## src/rtl/ffac_pkg.sv

```systemverilog
// Shared types, constants and tables of the feed-forward compressor.
`default_nettype none
package ffac_pkg;

    localparam int unsigned QUEUE_DEPTH_DEF = 2;

    localparam logic [7:0] CFG_RISE_COEF    = 8'd0;
    localparam logic [7:0] CFG_FALL_COEF    = 8'd1;
    localparam logic [7:0] CFG_THRESHOLD_DB = 8'd2;
    localparam logic [7:0] CFG_INV_RATIO    = 8'd3;

    localparam logic [24:0] RISE_COEF_RST    = 25'd76087;
    localparam logic [24:0] FALL_COEF_RST    = 25'd7609;
    localparam logic [15:0] THRESHOLD_DB_RST = 16'hEC00;
    localparam logic [16:0] INV_RATIO_RST    = 17'd32768;

    localparam logic [24:0] ONE_Q24 = 25'h1000000;
    localparam logic [16:0] ONE_Q16 = 17'h10000;
    localparam logic [18:0] DB_PER_OCTAVE_Q16 = 19'd394566;
    localparam logic [13:0] OCTAVE_PER_DB_Q16 = 14'd10885;

    typedef struct packed {
        logic [24:0]        rise_coef;
        logic [24:0]        fall_coef;
        logic signed [15:0] threshold_db;
        logic [16:0]        inv_ratio;
    } cfg_t;

    typedef struct packed {
        logic signed [23:0] sample;
        logic [31:0]        envelope;
    } q_entry_t;

    typedef struct packed {
        logic full;
        logic empty;
    } q_status_t;

    typedef logic [15:0][31:0] exp_tab_t;

    function automatic logic [63:0] isqrt64(input logic [63:0] val);
        logic [63:0] v;
        logic [63:0] r;
        logic [63:0] b;
        v = val;
        r = 64'd0;
        b = 64'h4000_0000_0000_0000;
        for (int j = 0; j < 32; j++)
        begin
            if (v >= r + b)
            begin
                v = v - (r + b);
                r = (r >> 1) + b;
            end
            else
            begin
                r = r >> 1;
            end
            b = b >> 2;
        end
        return r;
    endfunction

    // Entry j holds 2^(2^-(j+1) - 1) in Q0.32.
    function automatic exp_tab_t build_exp_tab();
        exp_tab_t    tab;
        logic [63:0] t;
        t = 64'h1_0000_0000;
        for (int j = 0; j < 16; j++)
        begin
            t = isqrt64(t << 31);
            tab[j] = t[31:0];
        end
        return tab;
    endfunction

    localparam exp_tab_t EXP_TAB = build_exp_tab();

endpackage
`default_nettype wire

```

## src/rtl/ffac_front.sv

```systemverilog
// Front end: accept samples, form power, update the envelope, push to the queue.
`default_nettype none
module ffac_front
    import ffac_pkg::*;
(
    input  wire logic               clk,
    input  wire logic               rst_n,
    input  wire cfg_t               cfg,
    input  wire logic               in_valid,
    output logic                    in_stall,
    input  wire logic signed [23:0] sample_in,
    input  wire q_status_t          q_stat,
    output logic                    push,
    output q_entry_t                push_entry
);

    typedef enum logic [1:0] {F_IDLE, F_POW, F_ENV} f_state_t;

    f_state_t           state_reg, state_next;
    logic signed [23:0] x_reg;
    logic [31:0]        power_reg, power_next;
    logic [31:0]        env_reg, env_next;
    logic [31:0]        last_reg;
    logic               rising_reg, rising_next;

    logic signed [47:0] sq;
    logic [24:0]        coef_sel, coef;
    logic [31:0]        env_gap;
    logic [56:0]        step_prod;
    logic [31:0]        step;

    always_comb
    begin
        sq = x_reg * x_reg;
        power_next = (sq[47:46] != 2'b00) ? 32'hFFFF_FFFF : sq[45:14];

        if (power_reg > last_reg)
            rising_next = 1'b1;
        else if (power_reg < last_reg)
            rising_next = 1'b0;
        else
            rising_next = rising_reg;

        coef_sel = rising_next ? cfg.rise_coef : cfg.fall_coef;
        coef = (coef_sel > ONE_Q24) ? ONE_Q24 : coef_sel;
        env_gap = (power_reg >= env_reg) ? power_reg - env_reg : env_reg - power_reg;
        step_prod = {25'd0, env_gap} * {32'd0, coef};
        step = step_prod[55:24];
        env_next = (power_reg >= env_reg) ? env_reg + step : env_reg - step;
    end

    assign in_stall = (state_reg != F_IDLE);
    assign push = (state_reg == F_ENV) && !q_stat.full;
    assign push_entry = '{sample: x_reg, envelope: env_next};

    always_comb
    begin
        state_next = state_reg;
        unique case (state_reg)
            F_IDLE:  if (in_valid) state_next = F_POW;
            F_POW:   state_next = F_ENV;
            F_ENV:   if (!q_stat.full) state_next = F_IDLE;
            default: state_next = F_IDLE;
        endcase
    end

    always_ff @(posedge clk or negedge rst_n)
    begin
        if (!rst_n)
        begin
            state_reg  <= F_IDLE;
            env_reg    <= 32'd0;
            last_reg   <= 32'd0;
            rising_reg <= 1'b1;
        end
        else
        begin
            state_reg <= state_next;
            if (state_reg == F_IDLE && in_valid)
                x_reg <= sample_in;
            if (state_reg == F_POW)
                power_reg <= power_next;
            if (push)
            begin
                env_reg    <= env_next;
                last_reg   <= power_reg;
                rising_reg <= rising_next;
            end
        end
    end

endmodule
`default_nettype wire

```

## config.mk

```make
export PLATFORM = sky130hd
export DESIGN_NAME = ffac_front
export DESIGN_NICKNAME = d
export VERILOG_FILES = /design/src/rtl/ffac_pkg.sv /design/src/rtl/ffac_front.sv
export SDC_FILE = /design/constraint.sdc
export NUM_CORES = 2
export LEC_CHECK = 0
export BUFFER_PORTS_ARGS = -buffer_cell sky130_fd_sc_hd__buf_2
export CAP_MARGIN = 15
export CORE_ASPECT_RATIO = 0.6
export CORE_MARGIN = 10
export CORE_UTILIZATION = 50
export DETAILED_ROUTE_END_ITERATION = 10
export GPL_ROUTABILITY_DRIVEN = 1
export PLACE_DENSITY = 0.66
export SLEW_MARGIN = 20
export SYNTH_ARGS = -nofsm -noshare
export SYNTH_HDL_FRONTEND = slang
export SYNTH_SLANG_ARGS = --single-unit
```

## constraint.sdc

```tcl
create_clock -name clk -period 33.9 [get_ports clk]
set_input_delay 3.39 -clock clk [delete_from_list [all_inputs] [get_ports clk]]
set_output_delay 3.39 -clock clk [all_outputs]
set_load 0.1 [all_outputs]
```

==> reports/results.tsv <==
metric	value	unit
design.core.area	108000	µm²
nFillCells	9982	
syn_inst	6216	
yosys.cell_types.count	92	
vias	42274	
postCtsSetupBuffers	0	
gp_congestion	0.982	
clockRootBuffer	clkbuf_16	
tightest_slew	1220	ps
holdWs	471	ps
grt_antenna_before_repair	2	
rows	93	
viasPerCell	5.52	
grt_max_degree	77	
cts_made_buffers	17	
drive_above_1_share	0.0594	
port_buffers	135	
fin_crit_sh	0.619	
cts_sinks	123	
cts.path.max_buffers	2	
max_stage_delay	720	ps
grt_use_met2	0.363	
setup-tns-final	0	ps
fin_nets	8028	
cap_violations	0	
setup_viol	0	
wire_per_inst	21.2	µm
synth-seq-cells	123	
layout_min_cycle_time	20990	ps
crit_slowest_cell	mux2_2	
clock_latency	440	ps
cp_data_required_time	30510	ps
cp_max_fo	59	
yosys.area.top_type	fa_1	
fp.dieW	447	µm
synth.most_common_cell	inv_1	
arrival	17600	ps
synth_top_flop_cell	dfrtp_1	
grt.total_usage	0.268	
async_flop_share	0.545	
postCtsResizedCells	0	
dr.pass1.iters	6	
finClkSkew	13.6	ps
synthesis.area	54700	µm²
status	finished, final reports clean	
cp-start-kind	flip-flop	
min-delay-path-class	reg2reg	
start_util	0.507	
hpwlAfterDp	134000	µm
ios	170	
grt_pass1_wl	258000	µm
synth_nets	8025	
end_kind	output pin	
postLayoutCoreUtil	0.536	
ctsHoldBuffers	0	
drt-total-wl	162000	µm
grt_pass1_vias	44294	
yosys.area.top_type_share	0.456	
first_iter_violations	4208	
rsz0062_at_grt	no	
grt-busiest-layer	met1	
clk_pin_slew	60	ps
synth.area.top_cells	fa_1 46%, inv_1 10%, ha_1 10%	
worstSetupPathType	reg2out	
yosysWarnings	0	
synth_top_cells_by_count	1519 x inv_1, 1248 x fa_1, 795 x nand2_1, 449 x ha_1, 408 x nor2_1	
dieArea	124000	µm²
ant_nets	0	
synth_area_per_cell	8.80	µm²
route.detailed.drc	0	
synth_edf_count	56	
grt_use_met3	0.0885	
syn_to_final_growth	5.66	%
h-tree-depth	4	
final-hold-violation-count	0	
cts_tree	yes	
fmax	0.0476	GHz
die_h	276	µm
synth_seq_area_share	0.0614	
slew_headroom	0.185	
path_common_cell	fa_1	
grtUsageMet1	0.407	
slew_viol_final	0	
gr-total-overflow	0	
==> per-layer routing <==
| layer | up-vias | routed length [µm] |
|---|---|---|
| li1 | 18672 | - |
| met1 | 21284 | 72800 |
| met2 | 2072 | 63700 |
| met3 | 240 | 21300 |
| met4 | 6 | 4610 |
| met5 | - | 75 |
==> worst max-delay path: cells and delay by family, from the launching register on <==
kind	cells	cell delay, ps
AND/OR/NAND/NOR	18	5070
adder cells (fa/ha/maj)	10	4710
AO/OA/AOI/OAI	12	3670
buffers and inverters	7	1700
multiplexers	1	720
XOR/XNOR	3	700
flip-flops	1	510
==> through the flow <==
stage | std cells | setup WS, ps | cell area [µm²]
6_report | 7658 | 12910 | 57800
5_1_grt | 7657 | 12250 | 57800
4_1_cts | 7657 | 13260 | 57800
3_5_place_dp | 7625 | 13410 | 57200
3_3_place_gp | 7625 | 13560 | 57200
2_1_floorplan | 6216 | 15300 | 54700
==> layout make-up <==
type | count | area (µm²) | area share
Antenna cell | 1 | 2.50 | 0.0000433
Clock buffer | 26 | 574 | 0.00993
Clock inverter | 6 | 40.0 | 0.000692
Inverter | 1521 | 5710 | 0.0988
Multi-Input combinational cell | 4319 | 44900 | 0.777
Sequential cell | 123 | 3360 | 0.0581
Tap cell | 1425 | 1780 | 0.0308
Timing Repair Buffer | 237 | 1440 | 0.0250
==> kinds of logic (layout without fill, tap and decap cells) <==
| group | Yosys count | count (layout) | share of synthesized area |
|---|---|---|---|
| buffers and inverters | 1774 | 1790 | 0.122 |
| other | 0 | 1 | 0 |
| DFF | 123 | 123 | 0.0614 |
| xor gates and xnor gates | 169 | 169 | 0.0270 |
| and+or+nand+nor | 1720 | 1720 | 0.143 |
| AOI/OAI and AO/OA | 691 | 691 | 0.0797 |
| muxes | 42 | 42 | 0.00802 |
| adders and majority gates | 1697 | 1697 | 0.559 |
==> cell usage in the layout, fill, tap and decap left out, types with 10 or more instances in the layout <==
cell type	netlist	routed
a211oi_1	21	21
a21o_1	112	112
a21oi_1	192	192
a31oi_1	22	22
and2_1	197	196
and3_1	19	19
buf_2	8	134
buf_4	1	103
clkbuf_16	0	21
dfrtp_1	66	66
edfxtp_1	56	56
fa_1	1248	1248
ha_1	449	449
inv_1	1519	1519
mux2i_1	36	34
nand2_1	795	795
nand2b_1	32	32
nand3_1	34	34
nand4_1	39	39
nor2_1	408	392
nor2_2	0	11
nor2b_1	40	40
nor3_1	47	47
nor4_1	20	20
o211ai_1	16	16
o21a_1	27	27
o21ai_0	171	170
o21ai_1	11	12
o21bai_1	36	36
o31ai_1	10	10
or2_2	28	28
or3_1	22	22
xnor2_1	111	97
xnor2_2	0	13
xor2_1	58	57
==> final timing paths <==
path	start	endpoint	slack, ps	cells after the start
worst max-delay path	power_reg[31]	push_entry[31]	12910	51
worst max register to register	power_reg[31]	env_reg[31]	17050	50
min in group asynchronous	rst_n	env_reg[28]	2870	1
worst min-delay path	rising_reg	rising_reg	470	2
worst min register to register	rising_reg	rising_reg	470	2
max in group asynchronous	rst_n	last_reg[4]	29990	2
Power is not shown: default switching activity piles up to over one toggle a cycle in this logic, so the estimate is an artifact.
