<file path="config.mk">
export PLATFORM = sky130hd
export DESIGN_NAME = ffac_queue
export DESIGN_NICKNAME = d
export VERILOG_FILES = /design/src/rtl/ffac_pkg.sv /design/src/rtl/ffac_queue.sv
export SDC_FILE = /design/constraint.sdc
export NUM_CORES = 1
export LEC_CHECK = 0
export ABC_AREA = 1
export BUFFER_PORTS_ARGS = -buffer_cell sky130_fd_sc_hd__buf_2
export CAP_MARGIN = 20
export CORE_MARGIN = 5
export CORE_UTILIZATION = 45
export CTS_CLUSTER_DIAMETER = 50
export CTS_CLUSTER_SIZE = 25
export DETAILED_ROUTE_END_ITERATION = 7
export PLACE_DENSITY = 0.73
export SLEW_MARGIN = 40
export SYNTH_ARGS = -nofsm -noshare
export SYNTH_HDL_FRONTEND = slang
export SYNTH_SLANG_ARGS = --single-unit
</file>
<file path="constraint.sdc">
create_clock -name clk -period 5.1 [get_ports clk]
set_clock_uncertainty 0.15 [all_clocks]
set_input_delay 1.02 -clock clk [delete_from_list [all_inputs] [get_ports clk]]
set_output_delay 1.02 -clock clk [all_outputs]
set_load 0.005 [all_outputs]
</file>
<file path="src/rtl/ffac_pkg.sv">
// Shared types, constants and tables of the feed-forward compressor.
`default_nettype none
package ffac_pkg;

    localparam int unsigned QUEUE_DEPTH_DEF = 2;

    localparam logic [7:0] CFG_RISE_COEF    = 8'd0;
    localparam logic [7:0] CFG_FALL_COEF    = 8'd1;
    localparam logic [7:0] CFG_THRESHOLD_DB = 8'd2;
    localparam logic [7:0] CFG_INV_RATIO    = 8'd3;

    localparam logic [24:0] RISE_COEF_RST    = 25'd76087;
    localparam logic [24:0] FALL_COEF_RST    = 25'd7609;
    localparam logic [15:0] THRESHOLD_DB_RST = 16'hEC00;
    localparam logic [16:0] INV_RATIO_RST    = 17'd32768;

    localparam logic [24:0] ONE_Q24 = 25'h1000000;
    localparam logic [16:0] ONE_Q16 = 17'h10000;
    localparam logic [18:0] DB_PER_OCTAVE_Q16 = 19'd394566;
    localparam logic [13:0] OCTAVE_PER_DB_Q16 = 14'd10885;

    typedef struct packed {
        logic [24:0]        rise_coef;
        logic [24:0]        fall_coef;
        logic signed [15:0] threshold_db;
        logic [16:0]        inv_ratio;
    } cfg_t;

    typedef struct packed {
        logic signed [23:0] sample;
        logic [31:0]        envelope;
    } q_entry_t;

    typedef struct packed {
        logic full;
        logic empty;
    } q_status_t;

    typedef logic [15:0][31:0] exp_tab_t;

    function automatic logic [63:0] isqrt64(input logic [63:0] val);
        logic [63:0] v;
        logic [63:0] r;
        logic [63:0] b;
        v = val;
        r = 64'd0;
        b = 64'h4000_0000_0000_0000;
        for (int j = 0; j < 32; j++)
        begin
            if (v >= r + b)
            begin
                v = v - (r + b);
                r = (r >> 1) + b;
            end
            else
            begin
                r = r >> 1;
            end
            b = b >> 2;
        end
        return r;
    endfunction

    // Entry j holds 2^(2^-(j+1) - 1) in Q0.32.
    function automatic exp_tab_t build_exp_tab();
        exp_tab_t    tab;
        logic [63:0] t;
        t = 64'h1_0000_0000;
        for (int j = 0; j < 16; j++)
        begin
            t = isqrt64(t << 31);
            tab[j] = t[31:0];
        end
        return tab;
    endfunction

    localparam exp_tab_t EXP_TAB = build_exp_tab();

endpackage
`default_nettype wire

</file>
<file path="src/rtl/ffac_queue.sv">
// Short queue between the envelope front end and the gain back end.
`default_nettype none
module ffac_queue
    import ffac_pkg::*;
#(
    parameter int unsigned DEPTH = QUEUE_DEPTH_DEF
)
(
    input  wire logic     clk,
    input  wire logic     rst_n,
    input  wire logic     push,
    input  wire q_entry_t push_entry,
    input  wire logic     pop,
    output q_entry_t      pop_entry,
    output q_status_t     q_stat
);

    localparam int unsigned PTR_W = (DEPTH > 1) ? $clog2(DEPTH) : 1;
    localparam int unsigned CNT_W = $clog2(DEPTH + 1);

    q_entry_t           slots_reg [DEPTH];
    logic [PTR_W-1:0]   wr_ptr_reg, rd_ptr_reg;
    logic [CNT_W-1:0]   count_reg;
    logic               do_push, do_pop;

    function automatic logic [PTR_W-1:0] wrap_inc(input logic [PTR_W-1:0] p);
        return (p == PTR_W'(DEPTH - 1)) ? '0 : p + PTR_W'(1);
    endfunction

    assign q_stat.full  = (count_reg == CNT_W'(DEPTH));
    assign q_stat.empty = (count_reg == '0);
    assign do_push = push && !q_stat.full;
    assign do_pop  = pop && !q_stat.empty;
    assign pop_entry = slots_reg[rd_ptr_reg];

    always_ff @(posedge clk or negedge rst_n)
    begin
        if (!rst_n)
        begin
            wr_ptr_reg <= '0;
            rd_ptr_reg <= '0;
            count_reg  <= '0;
        end
        else
        begin
            if (do_push)
            begin
                slots_reg[wr_ptr_reg] <= push_entry;
                wr_ptr_reg <= wrap_inc(wr_ptr_reg);
            end
            if (do_pop)
                rd_ptr_reg <= wrap_inc(rd_ptr_reg);
            if (do_push && !do_pop)
                count_reg <= count_reg + CNT_W'(1);
            else if (do_pop && !do_push)
                count_reg <= count_reg - CNT_W'(1);
        end
    end

endmodule
`default_nettype wire

</file>
==> results, run 1 <==
- The count of max-cap constraint violations is 0.
- The number of antenna violations at the first check in global routing is 0.
- The routed via count is 2734.
- The antenna cell count is 0.
- The area enclosed by the die boundary is 11600 um^2.
- At the later pin of the worst-skew pair, clock insertion delay measures roughly 500 ps.
- The first global-routing pass estimated 13.0 mm of wire.
- During synthesis, Yosys emitted a total of 0 warnings.
- Along the worst path, the maximum fanout reaches 57.
- The worst reg2reg path endpoint is slots_reg[0][45]$_DFFE_PP_.
- The final net count is 514.
- The cts-stage hold buffer count is 0.
- The run finished with clean final reports.
- The type of the most critical hold path is in2async.
- The final routed wire length divided by cell count is 14.1 um.
- The final max-slew violation count is 0.
- Port buffering added 117 buffers.
- Once detailed placement completed, the half-perimeter wirelength came to 5.25 mm.
- Yosys mapped the design onto 16 distinct sky130hd cell types.
- The global router's overall resource usage is 0.149.
- In this run, CTS created clock tree buffers numbering 17.
- The final estimated routing congestion in global placement is 0.703.
- The count of state elements after synthesis is between 100 and 150.
- TritonCTS built the clock tree.
- The number of clock sinks is roughly 120.
- The remaining number of nets flagged by the antenna check after routing is 0.
- Relative to the synthesized area, the layout overhead comes to 31.1%.
- The slew at the pin closest to its max-slew limit is 797 ps.
- Summed over all cells, the static leakage comes to 2.45 nW.
- The final hold violation count came to 0.
- The root buffer cell chosen for the clock tree is sky130_fd_sc_hd__clkbuf_8.
- The global-route congestion overflow total is 0.
- The via-per-instance ratio is between 4 and 5.
- In this run the standard cell core region covers 9280 um^2.
- The H-tree generated during clock tree synthesis spans 4 levels.
- The violation count after the first detailed-route iteration is 121.
- The routed design could run at a clock period as short as 2970 ps.
- The remaining routing DRC violations is 0.
- After clock tree synthesis, the clock-pin slew on the worst setup and hold paths is 50 ps.
- The sequential cell area is 3460 um^2.
- The maximum ir drop on the vdd rail is about 0.26 mV.
- In the finished design, the share of the clock period the worst path needs comes to 0.582.
- The startpoint identified for the worst register-to-register timing path is count_reg[1]$_DFFE_PN0P_.
- Synthesis produced 325 cells.
- The clock passes through at most 2 buffers.
- Once the clock tree was built, the setup fixing pass inserted 0 buffers.
- The proportion of synthesized chip area in sequential cells is 0.805.
- The total power consumption of the routed design is roughly 3.2 mW.
- The filler cells instantiated in the layout total 706.
- Wires add up to between 8 and 9 mm.
- The startpoint-to-endpoint class of the critical path is reg2out.
- The flip-flop count of the largest register, all copies and words added is 112.
- During I/O placement, the number of pins put on the boundary was 118.
- The worst setup path is captured at an output pin.
- The mapped netlist covers 4300 um^2.
- The number of detailed-routing iterations run before antenna repair is 4.
- In this run the tightest slew margin relative to its limit is 0.467.
- The final setup violation count is 0.
- Counting every net in the synthesized netlist gives 386.
- For the final routed database, the setup TNS stands at 0 ps.
- After floorplanning, the core was divided into 35 placement rows.
- The fraction of layout cells with a size suffix above 1 is 0.326.
- Setup repair after global routing left no endpoint under its margin.
- After clock tree synthesis, the repair step resized 0 gates.
- The floorplan step set the die height to roughly 110 um.
- Entering global routing, the biggest net connects 58 pins.
- Summing all multi-input logic gate instances after layout gives 756 um^2.
- The number of global-route vias before repair is 2778.
- The initial utilization of the core area, before any placement, comes to 0.463.
- From left edge to right edge, the die measures between 100 and 150 um.
- The setup check on the worst reg-to-reg path leaves a slack of roughly 2600 ps.
- The worst setup path is launched from a register.
- The endpoint arrival time on the critical path is about 1800 ps.
- Power spread over the standard cell area amounts to approximately 570 nW/um^2.
- The required time of the critical path is roughly 3900 ps.
- Counting cells, the worst reg-to-reg path comes to 6.
- Timing would allow up to 337 MHz.
- The average instance in the mapped netlist occupies 13.2 um^2.
worst max-delay path by stage:
stage,startpoint,cells after the start,end
after floorplan,push,4,slots_reg[0][0]$_DFFE_PP_
after detailed placement,push,6,slots_reg[0][5]$_DFFE_PP_
after global routing,rd_ptr_reg$_DFFE_PN0P_,4,pop_entry[3]
after CTS,rd_ptr_reg$_DFFE_PN0P_,4,pop_entry[3]
final,rd_ptr_reg$_DFFE_PN0P_,4,pop_entry[3]
after global placement,push,6,slots_reg[0][5]$_DFFE_PP_
logic make-up (layout without fill, tap and decap cells):
kind of cell | after synthesis | count (layout) | share of synthesized area
simple gates | 185 | 185 | 0.164
fa+ha+maj | 1 | 1 | 0.00291
buf+inv | 20 | 161 | 0.0238
flops | 116 | 116 | 0.805
xor+xnor | 1 | 1 | 0.00204
compound gates | 2 | 2 | 0.00233
placed cells by master, fill, tap and decap left out, drive strengths merged:
cell / synthesis / routed
buf: 12 / 121
bufinv: 0 / 5
clkbuf: 0 / 19
clkinv: 0 / 7
clkinvlp: 0 / 1
dfrtp: 4 / 4
edfxtp: 112 / 112
ha: 1 / 1
inv: 8 / 8
nand2: 177 / 177
nand3: 1 / 1
nand3b: 1 / 1
nand4: 1 / 1
nor2: 4 / 4
nor3: 1 / 1
o21ai: 2 / 2
xnor2: 1 / 1
power breakdown:
group	leakage [nW]	internal [mW]	switching (mW)	total, mW
combinational	1.08	0.276	0.477	0.754
sequential	1.07	1.19	0.0408	1.23
clock	0.296	0.831	0.387	1.22
total	2.45	2.30	0.905	3.20
per-stage QoR:
| step | hold WS (ps) | cell area, um^2 | util | setup slack [ps] | cells |
|---|---|---|---|---|---|
| after floorplan | 299 | 4310 | - | 881 | 325 |
| after global placement | 318 | 5030 | 0.542 | 2040 | 563 |
| after detailed placement | 335 | 5030 | 0.542 | 2010 | 563 |
| after CTS | 147 | 5640 | 0.607 | 2090 | 595 |
| after global routing | 145 | 5640 | 0.607 | 1990 | 595 |
| final | 172 | 5640 | 0.607 | 2130 | 595 |
critical path, cell delays in order (launching register included):
cell and delay [ps]:
sky130_fd_sc_hd__dfrtp_2 380, sky130_fd_sc_hd__buf_4 480, sky130_fd_sc_hd__nand2_1 130, sky130_fd_sc_hd__nand2_1 140
sky130_fd_sc_hd__buf_2 120
final cells by class:
type | count | share of cell area
timing repair buffer | 121 | 0.109
multi-input combinational | 189 | 0.134
clock inverter | 13 | 0.0333
sequential | 116 | 0.614
clock buffer | 19 | 0.0748
inverter | 8 | 0.00577
tap | 129 | 0.0286
routing by layer:
metal / GRT usage / part of all wire / routed length (um)
met4: 0.0622 / 0.0094 / 79
met3: 0.0648 / 0.080 / 666
met1: 0.162 / 0.40 / 3350
met5: 0 / 0 / 0
met2: 0.253 / 0.51 / 4270
synthesized netlist by cell type:
cell | n | share of area
sky130_fd_sc_hd__nor3_1 | 1 | 0.0012
sky130_fd_sc_hd__nand4_1 | 1 | 0.0015
sky130_fd_sc_hd__edfxtp_1 | 112 | 0.78
sky130_fd_sc_hd__ha_1 | 1 | 0.0029
sky130_fd_sc_hd__nor2_2 | 1 | 0.0015
sky130_fd_sc_hd__nand3_1 | 1 | 0.0012
sky130_fd_sc_hd__inv_2 | 1 | 0.00087
sky130_fd_sc_hd__o21ai_0 | 2 | 0.0023
sky130_fd_sc_hd__nor2_1 | 3 | 0.0026
sky130_fd_sc_hd__inv_1 | 7 | 0.0061
sky130_fd_sc_hd__nand2_1 | 177 | 0.15
sky130_fd_sc_hd__nand3b_1 | 1 | 0.0017
sky130_fd_sc_hd__buf_4 | 5 | 0.0087
sky130_fd_sc_hd__xnor2_1 | 1 | 0.0020
sky130_fd_sc_hd__buf_2 | 7 | 0.0081
sky130_fd_sc_hd__dfrtp_1 | 4 | 0.023
No activity file was read; power rests on OpenSTA's default activity.
==> run 2, diff against run 1 <==
==> constraint.sdc (replaced) <==
create_clock -name clk -period 2.5 [get_ports clk]
set_clock_uncertainty 0.15 [all_clocks]
set_input_delay 0.5 -clock clk [delete_from_list [all_inputs] [get_ports clk]]
set_output_delay 0.5 -clock clk [all_outputs]
set_load 0.005 [all_outputs]
==> run 2 against run 1 <==
Net effect:
- sequential share of layout area up 0.33 points
- critical endpoint is now pop_entry[22]
- highest routed layer unchanged
- clock-buffer cell count shrank 2
- die area unchanged
- utilization down 0.32 points
==> results, run 2 (synthesis gave the netlist of run 1 again) <==
- The number of placed instances with taps included is 565 (+0.36%).
- The number of global-route vias before repair is 2870 (+3.3%).
- The remaining number of nets flagged by the antenna check after routing is 0 (unchanged).
- The largest net degree at the start of global routing came to 58 (unchanged).
- The violation count after the first detailed-route iteration came to 123 (+1.7%).
- The highest fanout seen on the critical path was 41 (-28%).
- The leakage power summed over all cells was 2.43 nW (-0.68%).
- The area enclosed by the die boundary is 11600 um^2 (unchanged).
- The width of the chip came to 108 um (unchanged).
- The number of buffers inserted during clock tree synthesis came to 17 (unchanged).
- The number of placement rows is 35 (unchanged).
- The smallest setup slack after layout is 175 ps (-1960 ps).
- The worst slew margin relative to its limit is 0.713 (+0.245).
- Counting instances, the worst hold path has a depth of 1.
- The source of the worst hold timing path is push_entry[16].
- The worst reg2reg path depth is 5 (-1).
- The startpoint type of the worst setup path is a register.
- The cell at the root of the clock tree is sky130_fd_sc_hd__clkbuf_8.
- The via-per-instance ratio was 4.60 (+0.21%).
- The number of detailed-routing iterations run before antenna repair came to 4 (unchanged).
- The first-pass GRT wire length was 13.4 mm (+3.3%).
- The count of H-tree levels built during CTS is 4 (unchanged).
- The area of the multi-input gates is 759 um^2 (+0.50%).
- The top cell types in the final layout, fill and taps aside, are sky130_fd_sc_hd__nand2_1, sky130_fd_sc_hd__buf_2, sky130_fd_sc_hd__edfxtp_1.
- TritonCTS built the clock tree.
- The final estimated routing congestion in global placement is 0.700 (-0.46%).
- The fraction of layout cells with a size suffix above 1 was 0.334 (+0.00787).
- The routed via count is 2749 (+0.55%).
- The endpoint identified for the worst register-to-register timing path is slots_reg[0][10]$_DFFE_PP_.
- The summed area of non-filler cells in the final layout is 5610 um^2 (-0.53%).
- The aggregate negative setup slack is 0 ps (unchanged).
- The tightest hold margin was 33.6 ps (-138 ps).
- The area growth from synthesis to layout is 30.4%.
- The final net count was 517 (+0.58%).
- The count of filler cells inserted in the layout was 760 (+7.6%).
- The flip-flop count of the largest register, all copies and words added was 112 (unchanged).
- The boundary pin count was 118 (unchanged).
- The endpoint of the worst hold-timing path is slots_reg[0][16]$_DFFE_PP_.
- The global-route congestion overflow total is 0 (unchanged).
- The global router's overall resource usage is 0.154 (+0.00506).
- The count of max-cap constraint violations is 0 (unchanged).
- The required time of the critical path is 1850 ps (-2080 ps).
- The remaining routing DRC violations came to 0 (unchanged).
- The setup slack at placement is 605 ps (-1400 ps).
- The post-detailed-placement cell area is 5060 um^2 (+0.57%).
- The sequential cell area is 3460 um^2 (unchanged).
- The type of the most critical hold path is in2reg.
- The final setup violation count is 0 (unchanged).
- The number of standard cells in the final layout excluding fillers is 597 (+0.34%).
- The commonest non-fill, non-tap cell in the layout is sky130_fd_sc_hd__nand2_1.
- The buffer count from post-CTS setup fixing is 0 (unchanged).
- The die outline height is 108 um (unchanged).
- Setup repair after global routing left no endpoint under its margin.
- The worst register-to-register path begins at count_reg[0]$_DFFE_PN0P_.
- The power density relative to cell area is 1110 nW/um^2 (+96%).
- The maximum ir drop on the vdd rail is 0.540 mV (+110%).
- The final max-slew violation count was 0 (unchanged).
- The number of antenna violations at the first check in global routing was 0 (unchanged).
- The aggregate routed wire length was 8.53 mm (+2.0%).
- The post-route clock period utilization is 0.930.
- The maximum clock rate is around 430 MHz.
- The slew at the pin closest to its max-slew limit is 431 ps (-366 ps).
- The internal reg-to-reg setup slack is 700 ps (-1940 ps).
- The count of input and output buffers is 117 (unchanged).
- The final hold violation count is 0 (unchanged).
- The final routed wire length divided by cell count was 14.3 um (+1.7%).
- The critical path endpoint category is an output pin.
- The core region area is 9280 um^2 (unchanged).
- The effective utilization at floorplan is 0.463 (unchanged).
- The clock latency on the worst-skew pair came to 500 ps (about the same).
- The number of clock sinks is 116 (unchanged).
- The clock input transition at the sequential cells of the worst setup and hold paths is 60 ps (about the same).
- The run finished with clean final reports.
- The endpoint arrival time on the critical path is 1680 ps (-120 ps).
- The deepest clock path buffer count was 2 (unchanged).
- The startpoint-to-endpoint class of the critical path is reg2out.
- For the finished layout, the period the worst path requires is ~2300 ps.
- The final HPWL from detailed placement came to 5.37 mm (+2.3%).
==> run 2: routing by layer <==
metal | share of wire | global-route usage | vias to the layer above
li1 | - | - | 1359
met1 | 0.40 | 0.170 | 1291
met2 | 0.51 | 0.263 | 90
met3 | 0.076 | 0.0624 | 9
met4 | 0.010 | 0.0622 | 0
met5 | 0 | 0 | -
==> run 2: repair_timing <==
item                                   in CTS  in global routing
resized for setup                           0                  2
setup endpoints to repair                   0                  6
hold buffers                                1                  0
endpoints found under the hold margin       4                  0
==> run 2: worst max-delay path, stage by stage (launching register included) <==
cell and delay, ps:
sky130_fd_sc_hd__dfrtp_2 370, sky130_fd_sc_hd__clkinv_2 230, sky130_fd_sc_hd__buf_12 270, sky130_fd_sc_hd__nand2_1 90, sky130_fd_sc_hd__nand2_1 60, sky130_fd_sc_hd__buf_2 130
==> run 2: layout make-up <==
cell class | count | share of cell area
Inverter | 8 | 0.00558
Timing Repair Buffer | 124 | 0.117
Sequential cell | 116 | 0.618
Clock inverter | 13 | 0.0212
Clock buffer | 17 | 0.0738
Antenna cell | 1 | 0.000446
Tap cell | 129 | 0.0288
Multi-Input combinational cell | 189 | 0.135
==> run 2: power by group <==
part | switching, mW | leakage, nW | internal (mW) | total (mW)
logic | 0.983 | 1.10 | 0.599 | 1.58
clock network | 0.771 | 0.259 | 1.38 | 2.15
registers | 0.0842 | 1.07 | 2.43 | 2.51
total | 1.84 | 2.43 | 4.40 | 6.24
==> run 2: how the worst max path moves through the flow <==
stage                                       from                        end  slack, ps  depth (start not counted)
final                     rd_ptr_reg$_DFFE_PN0P_              pop_entry[22]        170                          5
after global routing      rd_ptr_reg$_DFFE_PN0P_              pop_entry[18]         30                          5
after CTS                 rd_ptr_reg$_DFFE_PN0P_              pop_entry[22]         80                          4
after detailed placement                    push  slots_reg[0][0]$_DFFE_PP_        600                          6
after global placement    rd_ptr_reg$_DFFE_PN0P_              pop_entry[32]        650                          4
after floorplan                            rst_n  slots_reg[1][0]$_DFFE_PP_        -40                          2
==> run 2: metrics by stage <==
step,util,total power [mW]
2_1_floorplan,-,3.46
3_3_place_gp,0.545,4.11
3_5_place_dp,0.545,4.16
4_1_cts,0.603,6.34
5_1_grt,0.604,6.64
6_report,0.604,6.24
